## config.mk

```make
export PLATFORM = sky130hd
export DESIGN_NAME = like_pattern_classifier
export DESIGN_NICKNAME = d
export VERILOG_FILES = /design/src/lpc_pkg.sv /design/src/like_pattern_classifier.sv
export SDC_FILE = /design/constraint.sdc
export NUM_CORES = 1
export LEC_CHECK = 0
export ABC_AREA = 1
export BUFFER_PORTS_ARGS = -buffer_cell sky130_fd_sc_hd__buf_2
export CELL_PAD_IN_SITES_DETAIL_PLACEMENT = 1
export CELL_PAD_IN_SITES_GLOBAL_PLACEMENT = 1
export CORE_ASPECT_RATIO = 2
export CORE_MARGIN = 5
export CORE_UTILIZATION = 45
export DETAILED_ROUTE_END_ITERATION = 8
export GPL_TIMING_DRIVEN = 0
export PLACE_DENSITY = 0.88
export SLEW_MARGIN = 10
export SYNTH_ARGS = -nofsm -noshare
export SYNTH_HDL_FRONTEND = slang
export SYNTH_SLANG_ARGS = --single-unit
```

## constraint.sdc

```tcl
create_clock -name clk -period 4.3 [get_ports clk]
set_clock_uncertainty 0.1 [all_clocks]
set_input_delay 0.86 -clock clk [delete_from_list [all_inputs] [get_ports clk]]
set_output_delay 0.86 -clock clk [all_outputs]
set_load 0.1 [all_outputs]
```

## src/lpc_pkg.sv

```systemverilog
// Shared constants for the LIKE pattern classifier: byte codes, run classes,
// result kinds and length limits.
// No dependencies.
package lpc_pkg;

  // Longest pattern that may still take a fast path
  localparam int MaxLen = 65535;
  // Effective limit, capped at what the 16-bit length field can carry
  localparam int LenLimit = (MaxLen < 65535) ? MaxLen : 65535;

  localparam int ChW   = 8;
  localparam int LenW  = 16;
  localparam int PosW  = 17;
  localparam int KindW = 3;

  // Wildcard bytes
  localparam logic [ChW-1:0] CharPercent    = 8'd37;
  localparam logic [ChW-1:0] CharUnderscore = 8'd95;

  // Class of the previous byte
  typedef logic [1:0] class_t;
  localparam class_t ClassNone  = 2'd0;
  localparam class_t ClassWild  = 2'd1;
  localparam class_t ClassFixed = 2'd2;

  // Result kinds
  typedef logic [KindW-1:0] kind_t;
  localparam kind_t KindGeneric   = 3'd0;
  localparam kind_t KindExactlyN  = 3'd1;
  localparam kind_t KindAtLeastN  = 3'd2;
  localparam kind_t KindFixed     = 3'd3;
  localparam kind_t KindPrefix    = 3'd4;
  localparam kind_t KindSuffix    = 3'd5;

  localparam logic [PosW-1:0] PosLimit = PosW'(LenLimit);
  localparam logic [LenW-1:0] CntLimit = LenW'(LenLimit);

endpackage

```

## src/like_pattern_classifier.sv

```systemverilog
// Top level of the LIKE pattern classifier: run tracking and result register.
// Depends on lpc_pkg.
//
// Takes one LIKE pattern byte per transfer and, on the transfer marked with
// in_tlast, returns one result: the fast-path kind on out_tuser and the
// reduced length on out_tdata. The run trackers update and the last byte is
// classified in the same cycle, and the result appears in the output
// register in the cycle after the last transfer.
// A new pattern may start in the very next cycle. Input is held off only
// while a result sits in the output register and out_tready is low.
// An empty pattern is one transfer with in_tuser (no byte) and in_tlast high.
module like_pattern_classifier (
  input  logic        clk,
  input  logic        rst_n,
  // input stream
  input  logic        in_tvalid,
  output logic        in_tready,
  input  logic [7:0]  in_tdata,   // [7:0] ch
  input  logic        in_tuser,   // [0] no_char
  input  logic        in_tlast,   // is_last
  // result stream
  output logic        out_tvalid,
  input  logic        out_tready,
  output logic [15:0] out_tdata,  // [15:0] reduced_length
  output logic [2:0]  out_tuser   // [2:0] kind
);

  // Run tracking state
  logic [lpc_pkg::PosW-1:0] position_r, position_nxt, position_upd;
  lpc_pkg::class_t          prev_class_r, prev_class_nxt, prev_class_upd;
  logic [lpc_pkg::LenW-1:0] wild_start_r, wild_start_nxt, wild_start_upd;
  logic [lpc_pkg::LenW-1:0] fixed_start_r, fixed_start_nxt, fixed_start_upd;
  logic                     wild_seen_r, wild_seen_nxt, wild_seen_upd;
  logic                     fixed_seen_r, fixed_seen_nxt, fixed_seen_upd;
  logic [lpc_pkg::LenW-1:0] us_count_r, us_count_nxt, us_count_upd;
  logic                     pct_seen_r, pct_seen_nxt, pct_seen_upd;
  logic                     generic_r, generic_nxt, generic_upd;

  // Result register
  logic                     out_valid_r, out_valid_nxt;
  lpc_pkg::kind_t           out_kind_r, out_kind_nxt;
  logic [lpc_pkg::LenW-1:0] out_len_r, out_len_nxt;

  logic                     in_xfer;
  logic                     is_wild;
  lpc_pkg::class_t          cur_class;
  lpc_pkg::kind_t           res_kind;
  logic [lpc_pkg::LenW-1:0] res_len;

  assign in_tready  = !out_valid_r || out_tready;
  assign in_xfer    = in_tvalid && in_tready;
  assign out_tvalid = out_valid_r;
  assign out_tdata  = out_len_r;
  assign out_tuser  = out_kind_r;

  assign is_wild   = (in_tdata == lpc_pkg::CharPercent) ||
                     (in_tdata == lpc_pkg::CharUnderscore);
  assign cur_class = is_wild ? lpc_pkg::ClassWild : lpc_pkg::ClassFixed;

  // Fold the incoming byte into the run trackers
  always_comb begin
    position_upd    = position_r;
    prev_class_upd  = prev_class_r;
    wild_start_upd  = wild_start_r;
    fixed_start_upd = fixed_start_r;
    wild_seen_upd   = wild_seen_r;
    fixed_seen_upd  = fixed_seen_r;
    us_count_upd    = us_count_r;
    pct_seen_upd    = pct_seen_r;
    generic_upd     = generic_r;
    if (in_xfer && !in_tuser) begin
      // a class change opens a new run; a second run of a class is generic
      if (cur_class != prev_class_r) begin
        if (is_wild) begin
          if (wild_seen_r) generic_upd = 1'b1;
          wild_seen_upd  = 1'b1;
          wild_start_upd = position_r[lpc_pkg::LenW-1:0];
        end else begin
          if (fixed_seen_r) generic_upd = 1'b1;
          fixed_seen_upd  = 1'b1;
          fixed_start_upd = position_r[lpc_pkg::LenW-1:0];
        end
      end
      // saturate the underscore count; beyond the limit the length check wins
      if (in_tdata == lpc_pkg::CharUnderscore && us_count_r < lpc_pkg::CntLimit) begin
        us_count_upd = us_count_r + lpc_pkg::LenW'(1);
      end
      if (in_tdata == lpc_pkg::CharPercent) pct_seen_upd = 1'b1;
      prev_class_upd = cur_class;
      if (position_r <= lpc_pkg::PosLimit) begin
        position_upd = position_r + lpc_pkg::PosW'(1);
      end
    end
  end

  // Classify the pattern as it stands after this byte
  always_comb begin
    res_kind = lpc_pkg::KindGeneric;
    res_len  = '0;
    if (generic_upd || position_upd > lpc_pkg::PosLimit) begin
      res_kind = lpc_pkg::KindGeneric;
    end else if (!fixed_seen_upd) begin
      res_kind = pct_seen_upd ? lpc_pkg::KindAtLeastN : lpc_pkg::KindExactlyN;
      res_len  = us_count_upd;
    end else if (!wild_seen_upd) begin
      res_kind = lpc_pkg::KindFixed;
      res_len  = position_upd[lpc_pkg::LenW-1:0];
    end else if (us_count_upd != '0) begin
      res_kind = lpc_pkg::KindGeneric;
    end else if (fixed_start_upd < wild_start_upd) begin
      res_kind = lpc_pkg::KindPrefix;
      res_len  = wild_start_upd;
    end else begin
      res_kind = lpc_pkg::KindSuffix;
      res_len  = position_upd[lpc_pkg::LenW-1:0] - fixed_start_upd;
    end
  end

  // Clear the trackers after the last byte; load or drain the result
  always_comb begin
    position_nxt    = position_upd;
    prev_class_nxt  = prev_class_upd;
    wild_start_nxt  = wild_start_upd;
    fixed_start_nxt = fixed_start_upd;
    wild_seen_nxt   = wild_seen_upd;
    fixed_seen_nxt  = fixed_seen_upd;
    us_count_nxt    = us_count_upd;
    pct_seen_nxt    = pct_seen_upd;
    generic_nxt     = generic_upd;
    out_valid_nxt   = out_valid_r && !out_tready;
    out_kind_nxt    = out_kind_r;
    out_len_nxt     = out_len_r;
    if (in_xfer && in_tlast) begin
      position_nxt    = '0;
      prev_class_nxt  = lpc_pkg::ClassNone;
      wild_start_nxt  = '0;
      fixed_start_nxt = '0;
      wild_seen_nxt   = 1'b0;
      fixed_seen_nxt  = 1'b0;
      us_count_nxt    = '0;
      pct_seen_nxt    = 1'b0;
      generic_nxt     = 1'b0;
      out_valid_nxt   = 1'b1;
      out_kind_nxt    = res_kind;
      out_len_nxt     = res_len;
    end
  end

  // Control and tracker state
  always_ff @(posedge clk) begin
    if (!rst_n) begin
      position_r    <= '0;
      prev_class_r  <= lpc_pkg::ClassNone;
      wild_start_r  <= '0;
      fixed_start_r <= '0;
      wild_seen_r   <= 1'b0;
      fixed_seen_r  <= 1'b0;
      us_count_r    <= '0;
      pct_seen_r    <= 1'b0;
      generic_r     <= 1'b0;
      out_valid_r   <= 1'b0;
    end else begin
      position_r    <= position_nxt;
      prev_class_r  <= prev_class_nxt;
      wild_start_r  <= wild_start_nxt;
      fixed_start_r <= fixed_start_nxt;
      wild_seen_r   <= wild_seen_nxt;
      fixed_seen_r  <= fixed_seen_nxt;
      us_count_r    <= us_count_nxt;
      pct_seen_r    <= pct_seen_nxt;
      generic_r     <= generic_nxt;
      out_valid_r   <= out_valid_nxt;
    end
  end

  // Result payload
  always_ff @(posedge clk) begin
    out_kind_r <= out_kind_nxt;
    out_len_r  <= out_len_nxt;
  end

`ifndef SYNTHESIS
  // A last transfer always leaves a result and a cleared tracker behind
  a_last_gives_result: assert property (@(posedge clk) disable iff (!rst_n)
    in_xfer && in_tlast |=> out_valid_r && position_r == '0 && !generic_r)
    else $error("last transfer did not produce a result or clear state");

  // Generic results carry no length
  a_generic_len_zero: assert property (@(posedge clk) disable iff (!rst_n)
    out_valid_r && out_kind_r == lpc_pkg::KindGeneric |-> out_len_r == '0)
    else $error("generic result with nonzero length");

  // Position saturates one past the limit
  a_pos_saturates: assert property (@(posedge clk) disable iff (!rst_n)
    position_r <= lpc_pkg::PosLimit + lpc_pkg::PosW'(1))
    else $error("position counter ran past saturation");

  // Underscores never outnumber the bytes seen
  a_us_bounded: assert property (@(posedge clk) disable iff (!rst_n)
    {1'b0, us_count_r} <= position_r)
    else $error("underscore count exceeds position");

  // A stalled result holds
  a_result_holds: assert property (@(posedge clk) disable iff (!rst_n)
    out_valid_r && !out_tready |=> out_valid_r && $stable(out_kind_r) && $stable(out_len_r))
    else $error("result changed while stalled");
`endif

endmodule

```

==> results.txt <==
- First-pass GRT wire length: 34500 um
- In the routed design, unresolved DRC markers number 0.
- In the global route stage, met3 resource usage came out at 3.33%.
* Layout-stage area growth over the synthesis result: 15.3%
* Router iterations before antenna repair: 4
- The routed layout has 6469 vias.
* CTS H-tree lvls: 3
- In the global route stage, overall resource usage came out at 27.4%.
- Hold timing on the final database bottoms out at a slack of 383 ps.
- Counting every net in the synthesized netlist gives 972.
- Die height: 176 um
- CTS root buf: sky130_fd_sc_hd__clkbuf_16
* Clock-pin slew on the worst setup and hold paths: 70 ps
- Crit-path max cell delay: 530 ps
- Worst reg2reg path startpoint: position_r[0]$_SDFF_PP0_
* Period utilization: 97.9%
* Combinational share of power: 21.0%
- The share of total power dissipated in sequential elements is 40.9%.
- Largest net degree at the start of global routing: 17
- Hold Crit Start: generic_r$_SDFF_PP0_
- Highest Clock Rate: 238 MHz
- Total Die Area: 0.0164 mm2
- Detailed router's first-iteration violation count: 370
- Grouping stages by cell kind, the critical path spends the most delay in simple AND/OR/NAND/NOR gates.
- Synth Cell Area: 0.00623 mm2
* Per-cell via count in the routed design: 5.64
- The slowest stage of the critical path is the sky130_fd_sc_hd__o21ai_0 cell.
- Area after DPL: 0.00661 mm2
- Max VDD drop: 0.231 mV
- Part of the total power dissipated in the clock network: 38.1%
- Startpoint class of the critical path: input pin
* Final net count: 1027
* Number of placement rows: 61
* Top-level port count: 35
- Data required time at the worst endpoint: 4270 ps
* Proportion of layout cells with a drive suffix above 1: 15.5%
* WP data arrival: 4180 ps
- Counting flops and latches in the post-synthesis netlist gives 91.
- Detail Route Antenna Nets: 0
- Max Buffers Root-to-Sink: 2
- At the later pin of the worst-skew pair, clock insertion delay measures 360 ps.
- Post-Syn Area per Cell: 6.69 um2
- WL final: 22700 um
- The count of pins over their slew limit was 0.
- The path class of the tightest hold or removal check is flip-flop to flip-flop.
* Internal power: 0.00147 W
- After technology mapping, the gate count stands at 931.
- Last weighted congestion value of the routability-driven placer: 0.949
* Beginning of the critical path: in_tdata[2]
- met2 is the most crowded layer.
* Crit path time final: 4210 ps
* Sequence of cells on the critical path: buf_2 > nand2_2 > nor2_1 > nand2_2 > nand2_2 > nand3_4 > clkinv_1 > o21ai_0 > ha_1 > nand4_1 > nor3_2 > nand2_1 > nand2_1 > buf_4 > nand3_1 > nand2_1 > a21oi_1
- The analysis attributes to cell leakage a power of 3.22 nW.
- Setup violations remaining at the end of the flow were counted as 0.
* Max Cap Violations: 0
* Final HPWL DP: 17100 um
* Distinct cell type count of the synthesized netlist: 52
- Buffers inserted during clock tree synthesis total 9.
- By startpoint and endpoint, the worst setup path is classified as input pin to flip-flop.
- Dividing the detail-routed wire length by the instance count gives 19.8 um.
- In this run the standard cell core region covers 0.0137 mm2.
* Quantity of I/O buffers inserted on ports: 34
* P per Cell Area: 304 mW/mm2
- Number of antenna violations at the first check in global routing: 0
- During synthesis, Yosys emitted a total of 0 warnings.
- Die X-Extent: 93.2 um
- CTS Hold Bufs: 0
- Number of buffers and inverters on the critical path: 3
- The analysis attributes to net switching a power of 0.000719 W.
- For met1 alone, demand over resource in global routing was 29.7%.
- Global routing used 49.0% of the available met2 tracks.
* Overflow after GRT: 0
* Count of inserted antenna diode cells: 0
* Share of the yosys chip area belonging to registers: 32.3%
- Cell area after layout: 0.00718 mm2
- Sinks on Clock Net: 91
- The flow ran to the end, and the final reports show no timing, DRC or antenna violations.
- Vias in the first global route: 6766
- Slew of the pin with the lowest slew margin: 740 ps
- The initial utilization of the core area, before any placement, comes to 45.3%.
- Switching power share of the total: 32.9%
- Of all nets on the critical path, the largest fanout is 10.
* CTS tree: yes
- Headroom to the max-slew limit: 50.7%
* CP endpoint kind: flip-flop
* Final Hold Fails: 0
-- power by group through the flow --
stage | Clock, W | Sequential [W] | Combinational, W
6_report | 0.000833 | 0.000893 | 0.000458
5_1_grt | 0.000868 | 0.000894 | 0.000494
4_1_cts | 0.000825 | 0.000892 | 0.000429
3_5_place_dp | 0 | 0.000912 | 0.000415
3_3_place_gp | 0 | 0.000911 | 0.000401
2_1_floorplan | 0 | 0.000962 | 0.000245
-- synthesized netlist by cell type, drive strengths merged --
cell type  count  share of area, %
nand2        243                15
inv          168                10
nor2         132               9.4
dfxtp         72                23
nand3         71               6.4
o21ai         47               4.0
a21oi         34               2.9
ha            26               5.2
xor2          24               3.4
edfxtp        19               9.2
nand4         15               1.7
nor3          15               1.6
clkbuf        13              0.78
o22ai         12               1.2
buf            7              0.88
o211ai         6               1.0
a211oi         4              0.48
a31oi          4              0.40
o21bai         3              0.36
a22oi          2              0.24
nand3b         2              0.24
a21boi         1              0.18
a221oi         1              0.14
a31o           1              0.14
and2           1              0.10
clkinv         1             0.060
fa             1              0.32
mux2i          1              0.16
nor3b          1              0.20
o221a          1              0.18
o221ai         1              0.14
or2            1              0.10
xnor2          1              0.14
-- worst register-to-register path: cells and delay by family, from the launching register on --
| family | cells | cell delay, ps |
|---|---|---|
| compound gates | 3 | 490 |
| buf+inv | 2 | 280 |
| flops | 1 | 440 |
| fa+ha+maj | 1 | 320 |
| simple gates | 18 | 2270 |
-- layer usage --
metal	wire length, um	vias to the layer above
met5	0	-
met4	1580	0
met3	970	88
met2	11700	233
met1	8500	3097
li1	-	3051
-- final cells by class --
type                       instances  area (um2)
fill                            1848        6560
multi-input combinational        651        3640
sequential                        91        2010
inverter                         169         639
timing repair buffer              46         280
clock buffer                      11         264
tap                              157         196
buffer                            18         106
clock inverter                     5        40.0
-- what timing repair did --
| action | CTS | global route |
|---|---|---|
| buffers inserted | 2 | 9 |
| endpoints found under the setup margin | 17 | 17 |
| gates resized for setup | 23 | 28 |
| cloned | 0 | 0 |
| pin swaps | 2 | 4 |
| endpoints found under the hold margin | 0 | 0 |
-- registers in the layout, indices dropped and copies added (netlist names) --
register and cells:
fixed_start_r 16, position_r 17, generic_r 1, out_tdata 16, fixed_seen_r 1, us_count_r 16
wild_seen_r 1, pct_seen_r 1, prev_class_r 2, wild_start_r 16, out_tvalid 1, out_tuser 3
-- through the flow --
stage | total power [W] | setup slack, ps | instances | setup TNS (ps) | util [%]
2_1_floorplan | 0.00121 | 3.73 | 931 | 0 | -
3_3_place_gp | 0.00131 | -999 | 1122 | -15330 | 48.0
3_5_place_dp | 0.00133 | -1070 | 1123 | -16890 | 48.1
4_1_cts | 0.00215 | 2.33 | 1141 | 0 | 51.1
5_1_grt | 0.00226 | -130 | 1148 | -351 | 52.3
6_report | 0.00218 | 90.0 | 1148 | 0 | 52.3
-- cell families after synthesis --
kind of cell	count (synthesis)	share of synthesized area (%)
simple gates	481	35.2
buf+inv	189	11.9
compound gates	117	11.4
flops	91	32.3
fa+ha+maj	27	5.55
xor+xnor	25	3.52
mux	1	0.161
-- path summary, 6_finish.rpt --
check | endpoint | slack [ps] | cells past startpoint
setup reg to reg | out_tdata[13]$_SDFFCE_PP0P_ | 140 | 24
hold reg to reg | generic_r$_SDFF_PP0_ | 380 | 2
hold / removal | generic_r$_SDFF_PP0_ | 380 | 2
setup / recovery | out_tdata[13]$_SDFFCE_PP0P_ | 90 | 17
-- cell usage in the layout (no fill, tap or decap), drive strengths merged, types with 2 or more instances in the layout --
cell type	instances
o211ai	6
o22ai	12
nand2	243
a21oi	34
clkbuf	22
nor2	132
xor2	24
a31oi	4
a22oi	2
ha	26
a211oi	4
edfxtp	19
nand4	15
nor3	15
o21ai	47
clkinv	2
nand3	71
inv	171
dfxtp	72
o21bai	3
buf	53
nand3b	2
No activity file was read; power rests on OpenSTA's default activity.
